===== config.mk =====
export PLATFORM = sky130hd
export DESIGN_NAME = bank_switch_mapper_with_scanline_irq_flat
export DESIGN_NICKNAME = d
export VERILOG_FILES = /design/src/rtl/core/bsm_pkg.sv /design/src/rtl/core/bsm_in_if.sv /design/src/rtl/core/bsm_out_if.sv /design/src/rtl/core/bsm_rem_unit.sv /design/src/rtl/core/bank_switch_mapper_with_scanline_irq.sv /design/src/flat_wrapper.sv
export VERILOG_INCLUDE_DIRS = /design/src /design/src/rtl/core
export SDC_FILE = /design/constraint.sdc
export NUM_CORES = 1
export LEC_CHECK = 0
export ABC_CLOCK_PERIOD_IN_PS = 5700
export BUFFER_PORTS_ARGS = -buffer_cell sky130_fd_sc_hd__buf_2
export CORE_ASPECT_RATIO = 0.7
export CORE_UTILIZATION = 56
export CTS_CLUSTER_SIZE = 25
export DETAILED_ROUTE_END_ITERATION = 8
export PLACE_DENSITY = 0.75
export REMOVE_ABC_BUFFERS = 1
export SLEW_MARGIN = 5
export SYNTH_ARGS = -nofsm -noshare
export SYNTH_HDL_FRONTEND = slang
export SYNTH_SLANG_ARGS = --single-unit

===== constraint.sdc =====
create_clock -name clk -period 5.7 [get_ports clk]
set_clock_uncertainty 0.2 [all_clocks]
set_input_delay 0.57 -clock clk [delete_from_list [all_inputs] [get_ports clk]]
set_output_delay 0.57 -clock clk [all_outputs]
set_load 0.02 [all_outputs]

===== src/rtl/core/bank_switch_mapper_with_scanline_irq_assert.svh =====
// Assertion macros shared by the mapper RTL.
// Needs nothing else. Define ASSERT_OFF to compile the checks out.
`ifndef BANK_SWITCH_MAPPER_WITH_SCANLINE_IRQ_ASSERT_SVH
`define BANK_SWITCH_MAPPER_WITH_SCANLINE_IRQ_ASSERT_SVH
`ifndef ASSERT_OFF
// Same-cycle implication check.
`define BSM_ASSERT_IMPL(lbl, clk_s, rst_s, ante, cons, msg) \
  lbl: assert property (@(posedge clk_s) disable iff (rst_s) (ante) |-> (cons)) \
    else $error(msg);
// Next-cycle implication check.
`define BSM_ASSERT_NEXT(lbl, clk_s, rst_s, ante, cons, msg) \
  lbl: assert property (@(posedge clk_s) disable iff (rst_s) (ante) |=> (cons)) \
    else $error(msg);
`else
`define BSM_ASSERT_IMPL(lbl, clk_s, rst_s, ante, cons, msg)
`define BSM_ASSERT_NEXT(lbl, clk_s, rst_s, ante, cons, msg)
`endif
`endif


===== src/rtl/core/bsm_pkg.sv =====
// Shared types and constants for the bank switch mapper.
// No dependencies; compiled before the interfaces and modules.
package bsm_pkg;

  localparam int PRG_BANKS_MAX = 64;
  localparam int CHR_BANKS_MAX = 256;
  localparam int PRG_CNT_W     = 7;
  localparam int CHR_CNT_W     = 9;
  localparam int APB_ADDR_W    = 3;
  localparam int APB_DATA_W    = 32;

  localparam logic [PRG_CNT_W-1:0] PRG_COUNT_RESET = PRG_CNT_W'(64);
  localparam logic [CHR_CNT_W-1:0] CHR_COUNT_RESET = CHR_CNT_W'(256);

  // Configuration register index, taken from paddr[2].
  localparam logic REG_PRG_COUNT = 1'b0;
  localparam logic REG_CHR_COUNT = 1'b1;

  localparam logic [15:0] CART_BASE = 16'h4020;

  typedef logic [15:0] bus_addr_t;
  typedef logic [7:0]  byte_t;
  typedef logic [18:0] map_addr_t;

  typedef enum logic [1:0] {
    OP_CPU_READ  = 2'd0,
    OP_CPU_WRITE = 2'd1,
    OP_PPU_READ  = 2'd2,
    OP_PPU_PEEK  = 2'd3
  } opcode_t;

  typedef enum logic [2:0] {
    TGT_NONE      = 3'd0,
    TGT_PRG_ROM   = 3'd1,
    TGT_RAM_READ  = 3'd2,
    TGT_RAM_WRITE = 3'd3,
    TGT_CHR_ROM   = 3'd4
  } target_t;

  // Status of the shared remainder unit.
  typedef struct packed {
    logic busy;
    logic done;
  } bsm_rem_stat_t;

endpackage


===== src/rtl/core/bsm_in_if.sv =====
// Access request channel: valid/ready handshake plus the bus access payload.
// Depends on bsm_pkg.
interface bsm_in_if;
  logic              valid;
  logic              ready;
  bsm_pkg::opcode_t  opcode;
  bsm_pkg::bus_addr_t bus_address;
  bsm_pkg::byte_t    write_byte;

  modport source (output valid, output opcode, output bus_address, output write_byte,
                  input ready);
  modport sink   (input valid, input opcode, input bus_address, input write_byte,
                  output ready);
endinterface


===== src/rtl/core/bsm_out_if.sv =====
// Mapping result channel: valid/ready handshake plus the result payload.
// Depends on bsm_pkg.
interface bsm_out_if;
  logic                valid;
  logic                ready;
  logic                claimed;
  bsm_pkg::target_t    target;
  bsm_pkg::map_addr_t  mapped_address;
  bsm_pkg::byte_t      ram_write_byte;
  logic                irq_pending;
  logic                hmirror;

  modport source (output valid, output claimed, output target, output mapped_address,
                  output ram_write_byte, output irq_pending, output hmirror,
                  input ready);
  modport sink   (input valid, input claimed, input target, input mapped_address,
                  input ram_write_byte, input irq_pending, input hmirror,
                  output ready);
endinterface


===== src/rtl/core/bsm_rem_unit.sv =====
// Restoring remainder unit: 8-bit dividend modulo a 9-bit divisor, one bit per cycle.
// Depends on bsm_pkg for the status struct.
module bsm_rem_unit (
  input  logic                   clk,
  input  logic                   rst,
  input  logic                   start,
  input  logic [7:0]             dividend,
  input  logic [8:0]             divisor,
  output bsm_pkg::bsm_rem_stat_t stat,
  output logic [7:0]             remainder
);
  import bsm_pkg::*;

  logic       busy;
  logic       done;
  logic [2:0] step;
  logic [7:0] rem;
  logic [7:0] dvd;
  logic [8:0] dvs;
  logic [8:0] trial;
  logic       fits;

  // Partial remainder stays below the divisor, so both paths fit in 8 bits.
  assign trial = {rem, dvd[7]};
  assign fits  = (trial >= dvs);

  always_ff @(posedge clk) begin
    if (rst) begin
      busy <= 1'b0;
      done <= 1'b0;
      step <= '0;
    end else begin
      done <= 1'b0;
      if (start) begin
        busy <= 1'b1;
        step <= '0;
        rem  <= '0;
        dvd  <= dividend;
        dvs  <= divisor;
      end else if (busy) begin
        rem  <= fits ? 8'(trial - dvs) : trial[7:0];
        dvd  <= {dvd[6:0], 1'b0};
        step <= step + 3'd1;
        if (step == 3'd7) begin
          busy <= 1'b0;
          done <= 1'b1;
        end
      end
    end
  end

  assign stat.busy = busy;
  assign stat.done = done;
  assign remainder = rem;

endmodule


===== src/rtl/core/bank_switch_mapper_with_scanline_irq.sv =====
// Bank switch mapper with scanline IRQ counter: one result beat per request beat.
// A request passes through CALC and DONE, where the result is registered out;
// a bank register write also waits in DIV while the bit-serial remainder unit
// runs 8 steps. A new request is taken only in IDLE or in DONE.
// Reset (rst, synchronous): all mapper registers and the IRQ counter clear to
// zero, bank counts return to 64 program and 256 character banks.
`include "bank_switch_mapper_with_scanline_irq_assert.svh"

module bank_switch_mapper_with_scanline_irq (
  input  logic                           clk,
  input  logic                           rst,
  bsm_in_if.sink                         req,
  bsm_out_if.source                      rsp,
  input  logic                           psel,
  input  logic                           penable,
  input  logic                           pwrite,
  input  logic [bsm_pkg::APB_ADDR_W-1:0] paddr,
  input  logic [bsm_pkg::APB_DATA_W-1:0] pwdata,
  output logic [bsm_pkg::APB_DATA_W-1:0] prdata,
  output logic                           pready
);
  import bsm_pkg::*;

  // The sequencer: CALC does all single-cycle work, DIV waits on the shared
  // remainder unit, DONE hands the result to the output register.
  typedef enum logic [1:0] {S_IDLE, S_CALC, S_DIV, S_DONE} state_t;

  state_t state;

  // Configuration registers.
  logic [PRG_CNT_W-1:0] prg_bank_count;
  logic [CHR_CNT_W-1:0] chr_bank_count;

  // Mapper state.
  logic [7:0] bank_mode;
  logic [7:0] chr_regs [6];
  logic [5:0] prg_regs [2];
  logic       mirror_mode;
  logic [7:0] wram_ctl;
  logic [7:0] irq_period;
  logic [7:0] irq_count;
  logic       irq_rearm;
  logic       irq_enabled;
  logic       irq_line;
  logic       last_a12;

  // The request held while it is processed.
  opcode_t    item_op;
  bus_addr_t  item_addr;
  byte_t      item_data;

  // Result fields computed in CALC and held until DONE.
  logic       res_claimed;
  target_t    res_target;
  map_addr_t  res_maddr;
  byte_t      res_wbyte;

  logic       accept;
  logic       out_free;

  // ------------------------------------------------------------------
  // Configuration port. Writes complete in the access phase; pready is
  // tied high, so there are no wait states.
  // ------------------------------------------------------------------
  assign pready = 1'b1;

  always_ff @(posedge clk) begin
    if (rst) begin
      prg_bank_count <= PRG_COUNT_RESET;
      chr_bank_count <= CHR_COUNT_RESET;
    end else if (psel && penable && pwrite) begin
      if (paddr[2] == REG_PRG_COUNT) begin
        prg_bank_count <= pwdata[PRG_CNT_W-1:0];
      end else begin
        chr_bank_count <= pwdata[CHR_CNT_W-1:0];
      end
    end
  end

  always_comb begin
    if (paddr[2] == REG_CHR_COUNT) begin
      prdata = APB_DATA_W'(chr_bank_count);
    end else begin
      prdata = APB_DATA_W'(prg_bank_count);
    end
  end

  // The bank counts in use are clamped so the remainder unit never sees zero.
  logic [PRG_CNT_W-1:0] eff_prg;
  logic [CHR_CNT_W-1:0] eff_chr;
  logic [PRG_CNT_W-1:0] eff_prg_m1;
  logic [PRG_CNT_W-1:0] eff_prg_m2;

  always_comb begin
    if (prg_bank_count < PRG_CNT_W'(2)) begin
      eff_prg = PRG_CNT_W'(2);
    end else if (prg_bank_count > PRG_CNT_W'(PRG_BANKS_MAX)) begin
      eff_prg = PRG_CNT_W'(PRG_BANKS_MAX);
    end else begin
      eff_prg = prg_bank_count;
    end
    if (chr_bank_count < CHR_CNT_W'(8)) begin
      eff_chr = CHR_CNT_W'(8);
    end else if (chr_bank_count > CHR_CNT_W'(CHR_BANKS_MAX)) begin
      eff_chr = CHR_CNT_W'(CHR_BANKS_MAX);
    end else begin
      eff_chr = chr_bank_count;
    end
  end

  assign eff_prg_m1 = eff_prg - PRG_CNT_W'(1);
  assign eff_prg_m2 = eff_prg - PRG_CNT_W'(2);

  // ------------------------------------------------------------------
  // Program ROM window. The E000 slot is fixed to the last bank, A000 switchable;
  // PRG mode swaps 8000 and C000 between switchable and second-to-last bank.
  // ------------------------------------------------------------------
  logic [5:0] prg_bank;

  always_comb begin
    unique case (item_addr[14:13])
      2'b01:   prg_bank = prg_regs[1];
      2'b11:   prg_bank = eff_prg_m1[5:0];
      2'b00:   prg_bank = bank_mode[6] ? eff_prg_m2[5:0] : prg_regs[0];
      default: prg_bank = bank_mode[6] ? prg_regs[0] : eff_prg_m2[5:0];
    endcase
  end

  // ------------------------------------------------------------------
  // Character ROM window. Bit 7 of the bank mode swaps the two pattern
  // tables. The low half is two 2K pairs, the high half four 1K banks.
  // ------------------------------------------------------------------
  logic       chr_a12;
  logic [2:0] chr_idx;
  logic [7:0] chr_sel;
  logic [7:0] chr_bank;

  assign chr_a12 = item_addr[12] ^ bank_mode[7];

  always_comb begin
    if (chr_a12) begin
      chr_idx = {1'b1, item_addr[11:10]} - 3'd2;
    end else begin
      chr_idx = {2'b00, item_addr[11]};
    end
    chr_sel = chr_regs[chr_idx];
    if (chr_a12) begin
      chr_bank = chr_sel;
    end else begin
      chr_bank = {chr_sel[7:1], item_addr[10]};
    end
  end

  // ------------------------------------------------------------------
  // Access decode for the held request.
  // ------------------------------------------------------------------
  logic    ram_en;
  logic    ram_wp;
  logic    in_ram;
  logic    claimed_c;
  target_t target_c;
  map_addr_t maddr_c;
  byte_t   wbyte_c;
  logic    reg_wr;

  assign ram_en = wram_ctl[7];
  assign ram_wp = wram_ctl[6];
  assign in_ram = (item_addr[15:13] == 3'b011);
  assign reg_wr = (item_op == OP_CPU_WRITE) && item_addr[15];

  always_comb begin
    claimed_c = 1'b0;
    target_c  = TGT_NONE;
    maddr_c   = '0;
    wbyte_c   = '0;
    unique case (item_op)
      OP_CPU_READ: begin
        claimed_c = (item_addr >= CART_BASE);
        if (item_addr[15]) begin
          target_c = TGT_PRG_ROM;
          maddr_c  = {prg_bank, item_addr[12:0]};
        end else if (in_ram && ram_en) begin
          target_c = TGT_RAM_READ;
          maddr_c  = {6'b000000, item_addr[12:0]};
        end
      end
      OP_CPU_WRITE: begin
        claimed_c = (item_addr >= CART_BASE);
        if (!item_addr[15] && in_ram && ram_en && !ram_wp) begin
          target_c = TGT_RAM_WRITE;
          maddr_c  = {6'b000000, item_addr[12:0]};
          wbyte_c  = item_data;
        end
      end
      default: begin
        // PPU read or peek: only the pattern table space is ours.
        if (item_addr[15:13] == 3'b000) begin
          claimed_c = 1'b1;
          target_c  = TGT_CHR_ROM;
          maddr_c   = {1'b0, chr_bank, item_addr[9:0]};
        end
      end
    endcase
  end

  // ------------------------------------------------------------------
  // Scanline counter. A real PPU read clocks it on a rising edge of A12:
  // it reloads from the latch when empty or when a reload is armed, and
  // otherwise counts down. Reaching zero while enabled raises the IRQ.
  // ------------------------------------------------------------------
  logic       irq_tick;
  logic [7:0] irq_count_next;

  assign irq_tick = (item_op == OP_PPU_READ) && !last_a12 && item_addr[12];

  always_comb begin
    if ((irq_count == 8'd0) || irq_rearm) begin
      irq_count_next = irq_period;
    end else begin
      irq_count_next = irq_count - 8'd1;
    end
  end

  // ------------------------------------------------------------------
  // Shared remainder unit. A bank register write reduces its data modulo
  // the character or program bank count, chosen by the register select.
  // ------------------------------------------------------------------
  logic          rem_start;
  logic          sel_chr;
  logic [8:0]    rem_divisor;
  bsm_rem_stat_t rem_stat;
  logic [7:0]    rem_value;

  assign sel_chr     = (bank_mode[2:0] < 3'd6);
  assign rem_divisor = sel_chr ? eff_chr : {2'b00, eff_prg};
  assign rem_start   = (state == S_CALC) && reg_wr && (item_addr[14:13] == 2'b00)
                       && item_addr[0];

  bsm_rem_unit u_rem (
    .clk       (clk),
    .rst       (rst),
    .start     (rem_start),
    .dividend  (item_data),
    .divisor   (rem_divisor),
    .stat      (rem_stat),
    .remainder (rem_value)
  );

  // ------------------------------------------------------------------
  // Handshake. A new request is taken in IDLE, or in DONE in the same cycle
  // that the finished result moves into the output register; while a result
  // still waits on the far side, DONE holds and no new request is taken.
  // ------------------------------------------------------------------
  assign out_free  = !rsp.valid || rsp.ready;
  assign req.ready = (state == S_IDLE) || ((state == S_DONE) && out_free);
  assign accept    = req.valid && req.ready;

  always_ff @(posedge clk) begin
    if (rst) begin
      state       <= S_IDLE;
      rsp.valid   <= 1'b0;
      bank_mode   <= '0;
      chr_regs    <= '{default: '0};
      prg_regs    <= '{default: '0};
      mirror_mode <= 1'b0;
      wram_ctl    <= '0;
      irq_period  <= '0;
      irq_count   <= '0;
      irq_rearm   <= 1'b0;
      irq_enabled <= 1'b0;
      irq_line    <= 1'b0;
      last_a12    <= 1'b0;
    end else begin
      // In DONE the output register is refilled below instead.
      if (rsp.valid && rsp.ready && (state != S_DONE)) begin
        rsp.valid <= 1'b0;
      end
      unique case (state)
        S_IDLE: begin
          if (accept) begin
            item_op   <= req.opcode;
            item_addr <= req.bus_address;
            item_data <= req.write_byte;
            state     <= S_CALC;
          end
        end
        S_CALC: begin
          res_claimed <= claimed_c;
          res_target  <= target_c;
          res_maddr   <= maddr_c;
          res_wbyte   <= wbyte_c;
          if (item_op == OP_PPU_READ) begin
            last_a12 <= item_addr[12];
          end
          if (irq_tick) begin
            irq_count <= irq_count_next;
            irq_rearm <= 1'b0;
            if ((irq_count_next == 8'd0) && irq_enabled) begin
              irq_line <= 1'b1;
            end
          end
          if (reg_wr) begin
            unique case (item_addr[14:13])
              2'b00: begin
                // Odd address goes through the remainder unit instead.
                if (!item_addr[0]) begin
                  bank_mode <= item_data;
                end
              end
              2'b01: begin
                if (item_addr[0]) begin
                  wram_ctl <= item_data;
                end else begin
                  mirror_mode <= item_data[0];
                end
              end
              2'b10: begin
                if (item_addr[0]) begin
                  irq_rearm <= 1'b1;
                end else begin
                  irq_period <= item_data;
                end
              end
              default: begin
                irq_enabled <= item_addr[0];
                if (!item_addr[0]) begin
                  irq_line <= 1'b0;
                end
              end
            endcase
          end
          state <= rem_start ? S_DIV : S_DONE;
        end
        S_DIV: begin
          if (rem_stat.done) begin
            if (sel_chr) begin
              chr_regs[bank_mode[2:0]] <= rem_value;
            end else begin
              prg_regs[bank_mode[0]] <= rem_value[5:0];
            end
            state <= S_DONE;
          end
        end
        default: begin
          // S_DONE: IRQ level and mirroring reflect this access's updates.
          if (out_free) begin
            rsp.valid          <= 1'b1;
            rsp.claimed        <= res_claimed;
            rsp.target         <= res_target;
            rsp.mapped_address <= res_maddr;
            rsp.ram_write_byte <= res_wbyte;
            rsp.irq_pending    <= irq_line;
            rsp.hmirror        <= mirror_mode;
            if (accept) begin
              item_op   <= req.opcode;
              item_addr <= req.bus_address;
              item_data <= req.write_byte;
              state     <= S_CALC;
            end else begin
              state <= S_IDLE;
            end
          end
        end
      endcase
    end
  end

  // ------------------------------------------------------------------
  // Checks.
  // ------------------------------------------------------------------
  `BSM_ASSERT_IMPL(a_irq_rise_calc, clk, rst, $rose(irq_line), $past(state) == S_CALC,
    "IRQ line rose outside request processing")
  `BSM_ASSERT_IMPL(a_rem_start_idle, clk, rst, rem_start, !rem_stat.busy,
    "Remainder unit restarted while busy")
  `BSM_ASSERT_IMPL(a_rem_done_div, clk, rst, rem_stat.done, state == S_DIV,
    "Remainder finished with no bank write waiting")
  `BSM_ASSERT_NEXT(a_div_entry, clk, rst, rem_start, state == S_DIV,
    "Bank write did not wait on the remainder unit")
  `BSM_ASSERT_IMPL(a_target_claimed, clk, rst, rsp.valid && (rsp.target != TGT_NONE),
    rsp.claimed, "Mapped access not claimed")

endmodule


===== src/flat_wrapper.sv =====
// flat-port wrapper written by rule: the top's interface ports become plain ports
module bank_switch_mapper_with_scanline_irq_flat import bsm_pkg::*;
  (clk, rst, psel, penable, pwrite, paddr, pwdata, prdata, pready, req_valid, req_opcode, req_bus_address, req_write_byte, req_ready, rsp_valid, rsp_claimed, rsp_target, rsp_mapped_address, rsp_ram_write_byte, rsp_irq_pending, rsp_hmirror, rsp_ready);
  bsm_in_if req_i ();
  bsm_out_if rsp_i ();
  input  logic clk;
  input  logic rst;
  input  logic psel;
  input  logic penable;
  input  logic pwrite;
  input  logic [bsm_pkg::APB_ADDR_W-1:0] paddr;
  input  logic [bsm_pkg::APB_DATA_W-1:0] pwdata;
  output logic [bsm_pkg::APB_DATA_W-1:0] prdata;
  output logic pready;
  input wire logic [$bits(req_i.valid)-1:0] req_valid;
  input wire logic [$bits(req_i.opcode)-1:0] req_opcode;
  input wire logic [$bits(req_i.bus_address)-1:0] req_bus_address;
  input wire logic [$bits(req_i.write_byte)-1:0] req_write_byte;
  output wire logic [$bits(req_i.ready)-1:0] req_ready;
  output wire logic [$bits(rsp_i.valid)-1:0] rsp_valid;
  output wire logic [$bits(rsp_i.claimed)-1:0] rsp_claimed;
  output wire logic [$bits(rsp_i.target)-1:0] rsp_target;
  output wire logic [$bits(rsp_i.mapped_address)-1:0] rsp_mapped_address;
  output wire logic [$bits(rsp_i.ram_write_byte)-1:0] rsp_ram_write_byte;
  output wire logic [$bits(rsp_i.irq_pending)-1:0] rsp_irq_pending;
  output wire logic [$bits(rsp_i.hmirror)-1:0] rsp_hmirror;
  input wire logic [$bits(rsp_i.ready)-1:0] rsp_ready;
  assign req_i.valid = req_valid;
  assign req_i.opcode = req_opcode;
  assign req_i.bus_address = req_bus_address;
  assign req_i.write_byte = req_write_byte;
  assign req_ready = req_i.ready;
  assign rsp_valid = rsp_i.valid;
  assign rsp_claimed = rsp_i.claimed;
  assign rsp_target = rsp_i.target;
  assign rsp_mapped_address = rsp_i.mapped_address;
  assign rsp_ram_write_byte = rsp_i.ram_write_byte;
  assign rsp_irq_pending = rsp_i.irq_pending;
  assign rsp_hmirror = rsp_i.hmirror;
  assign rsp_i.ready = rsp_ready;
  bank_switch_mapper_with_scanline_irq u_core (.clk(clk), .rst(rst), .req(req_i), .rsp(rsp_i), .psel(psel), .penable(penable), .pwrite(pwrite), .paddr(paddr), .pwdata(pwdata), .prdata(prdata), .pready(pready));
endmodule

==> metrics.cfg <==
[route]
viasPerCell=5.785
firstDrtPassIters=8
drt_iter0_drc=674
via_count=7428
ant_nets=0
routedWlPerCell_um=17.88
drc=17
drt-total-wl_mm=22.95

[sta]
hold_viol=0
period_share_pct=57.70
period_minus_slack_ns=3.289
max_freq_mhz=304.1
worst_pin_slew_ns=0.8481
fin_tns_setup_ns=0
worst_slack_ns=2.411
setup_viol=0
report.final.slew_viol_count=0
rsz0062_at_grt=no
relSlewSlack_pct=43.46

[setup_path]
r2r_slack_ns=2.41
crit_path_start_kind=flip-flop
critPathMaxFanout=10
cp.arrival_ns=3.34
worst-endpoint-required_ns=5.75
cp-end-kind=flip-flop
path_class=reg -> reg

[die]
pin_count=136
fp-row-count=41
core_area_um2=18160
die_w_um=165.6
die_h_um=116.5
initial_utilization_pct=57.74
fp.dieArea_um2=19290

[global_routing]
antenna_found_initial=0
grt_first_pass_wirelength_mm=35.51
grt_overflow=0
grt_max_degree=68
grt_pass1_vias=6524
track_usage_pct=23.97

[synth]
ys_ff_latch=225
synth_top_flop_cell=edfxtp_1
yosysWarnings=0
ys_seq_area_share_pct=53.93
yosys.cell_types.count=82
synthCells=971
syn-cell-area_um2=10490
synth-edff-count=115
async_flop_share_pct=0
syn_avg_cell_area_um2=10.80
synth_top_cell_by_area=edfxtp_1
synth_top_area_share_pct=32.93
ys_top_cells_by_area=edfxtp_1 (33%), dfxtp_1 (21%), mux2i_1 (8.0%), nor2_1 (4.2%), nand2_1 (2.9%)

[placed_design]
gp_congestion=0.9191
io_buffers=86
hpwlAfterDp_mm=15.72
pre_cts_slack_ns=2.509

[outcome]
violations=design-rule violations
status=finished with violations

[clock_network]
cts_hold_buf=0
htree_levels=1
clk_pin_slew_ns=0.07
cts_setup_buffers=0
cts_buffers=21
clock_latency_ns=0.51
cts_max_path_buffers=3
cts_sinks=225
ctsResizeCount=0
ctsRootBufferMaster=clkbuf_16
cts_tree=built

[pwr]
vdd_ir_drop_max_uv=222.1
p_int_uw=2931
pwr_density_cell_nw_per_um2=333.7
p_switching_uw=976.4
power_frac_clock_pct=40.9
p_comb_share_pct=10.2
p_leak_uw=0.004483
p_seq_share_pct=48.9
switching_share_pct=24.99

[flow_run]
max-cap-violations=0

[final_layout]
final_nets=1123
area_growth_pct=11.67
antenna_cells=0
drive_gt1_share_pct=16.32

[hold_path]
min_path_type=in -> reg

[cell usage after synthesis (all sizes together), types with 7 or more instances]
master and count:
clkbuf 30, nor4 8, o21ai 28, and2 15
mux2 12, nand2 82, nor2b 17, a211oi 11
nand4 8, edfxtp 115, buf 46, dfxtp 110
a21oi 61, nand2b 13, inv 30, nand3 22
ha 21, nor3 19, mux2i 84, nand3b 7
nor2 121
[kinds of logic (layout without fill, tap and decap cells)]
group / count (synthesis) / after routing / synth area share [%]
AO/OA/AOI/OAI: 164 / 164 / 10.24
XOR/XNOR: 8 / 8 / 0.6682
adder cells (fa/ha/maj): 22 / 22 / 2.697
buffers and inverters: 106 / 161 / 5.310
flip-flops: 225 / 225 / 53.93
multiplexers: 100 / 100 / 10.17
other: 2 / 24 / 0.07162
AND/OR/NAND/NOR: 344 / 344 / 16.92
[power groups by stage]
stage,combinational [uW],clock (uW),sequential [uW]
2_1_floorplan,243,0,1930
3_3_place_gp,387,0,1940
3_5_place_dp,393,0,1950
4_1_cts,395,1610,1910
5_1_grt,432,1680,1920
6_report,397,1600,1910
[worst max-delay path, stage by stage, from the launching register on]
cell and delay, ns:
dfxtp_1 0.59, nor4_4 0.10, o21bai_1 0.51, ha_1 0.40
or3b_1 0.40, a311oi_1 0.44, o21ai_0 0.12, o21ai_0 0.20
a21oi_1 0.07
[placed cells by master, fill, tap and decap left out, drive strengths merged, types with 8 or more instances in the layout]
cell type  count
buf           93
conb          24
clkbuf        24
nand3         22
dfxtp        110
nor4           8
o21ai         28
and2          15
a21oi         61
nor2b         17
mux2i         84
nand2         82
ha            21
nand2b        13
a211oi        11
nor3          19
inv           31
nor2         121
edfxtp       115
nand4          8
mux2          12
[routing by layer]
| metal | up-vias | track usage [%] | wire length, um |
|---|---|---|---|
| li1 | 3579 | - | - |
| met3 | 31 | 3.658 | 1697 |
| met4 | 0 | 5.273 | 379 |
| met1 | 3516 | 37.27 | 11230 |
| met2 | 302 | 35.11 | 9645 |
| met5 | - | 0 | 0 |
[sequential cells by signal, summed over array words and instances (netlist names), 9 cells and up]
register	count
u_core.chr_regs	46
u_core.prg_regs	12
u_core.u_rem.dvs	9
u_core.res_maddr	19
u_core.rsp.mapped_address	19
u_core.item_addr	16
u_core.chr_bank_count	9
[through the flow]
| step | util (%) | cells | total power (uW) | instance area (um^2) | hold WS (ns) |
|---|---|---|---|---|---|
| floorplan | - | 917 | 2175 | 10120 | 0.2003 |
| CTS | 64.48 | 1284 | 3920 | 11710 | 0.02279 |
| global placement | 60.07 | 1246 | 2327 | 10910 | 0.2006 |
| detailed placement | 60.07 | 1246 | 2340 | 10910 | 0.2045 |
| finish | 64.48 | 1284 | 3908 | 11710 | 0.03322 |
| global route | 64.48 | 1284 | 4029 | 11710 | 0.02422 |
[cell type report]
class,count,area (um^2)
fill,1416,6450
sequential,225,5655
multi-input combinational,662,4359
clock buffer,24,589.3
timing repair buffer,93,485.5
tap,236,295.3
clock inverter,14,212.7
inverter,30,112.6
[final timing paths]
kind,start,to,cells past startpoint
worst max register to register,u_core.prg_bank_count[4]$_SDFFE_PP0P_,u_core.res_maddr[18]$_SDFFCE_PP0P_,8
worst min register to register,u_core.res_target[1]$_SDFFCE_PP0P_,u_core.rsp.target[1]$_DFFE_PP_,0
worst min-delay path,req_bus_address[3],u_core.item_addr[3]$_DFFE_PP_,1
worst max-delay path,u_core.prg_bank_count[4]$_SDFFE_PP0P_,u_core.res_maddr[18]$_SDFFCE_PP0P_,8
Power figures use the tool's default switching activity.
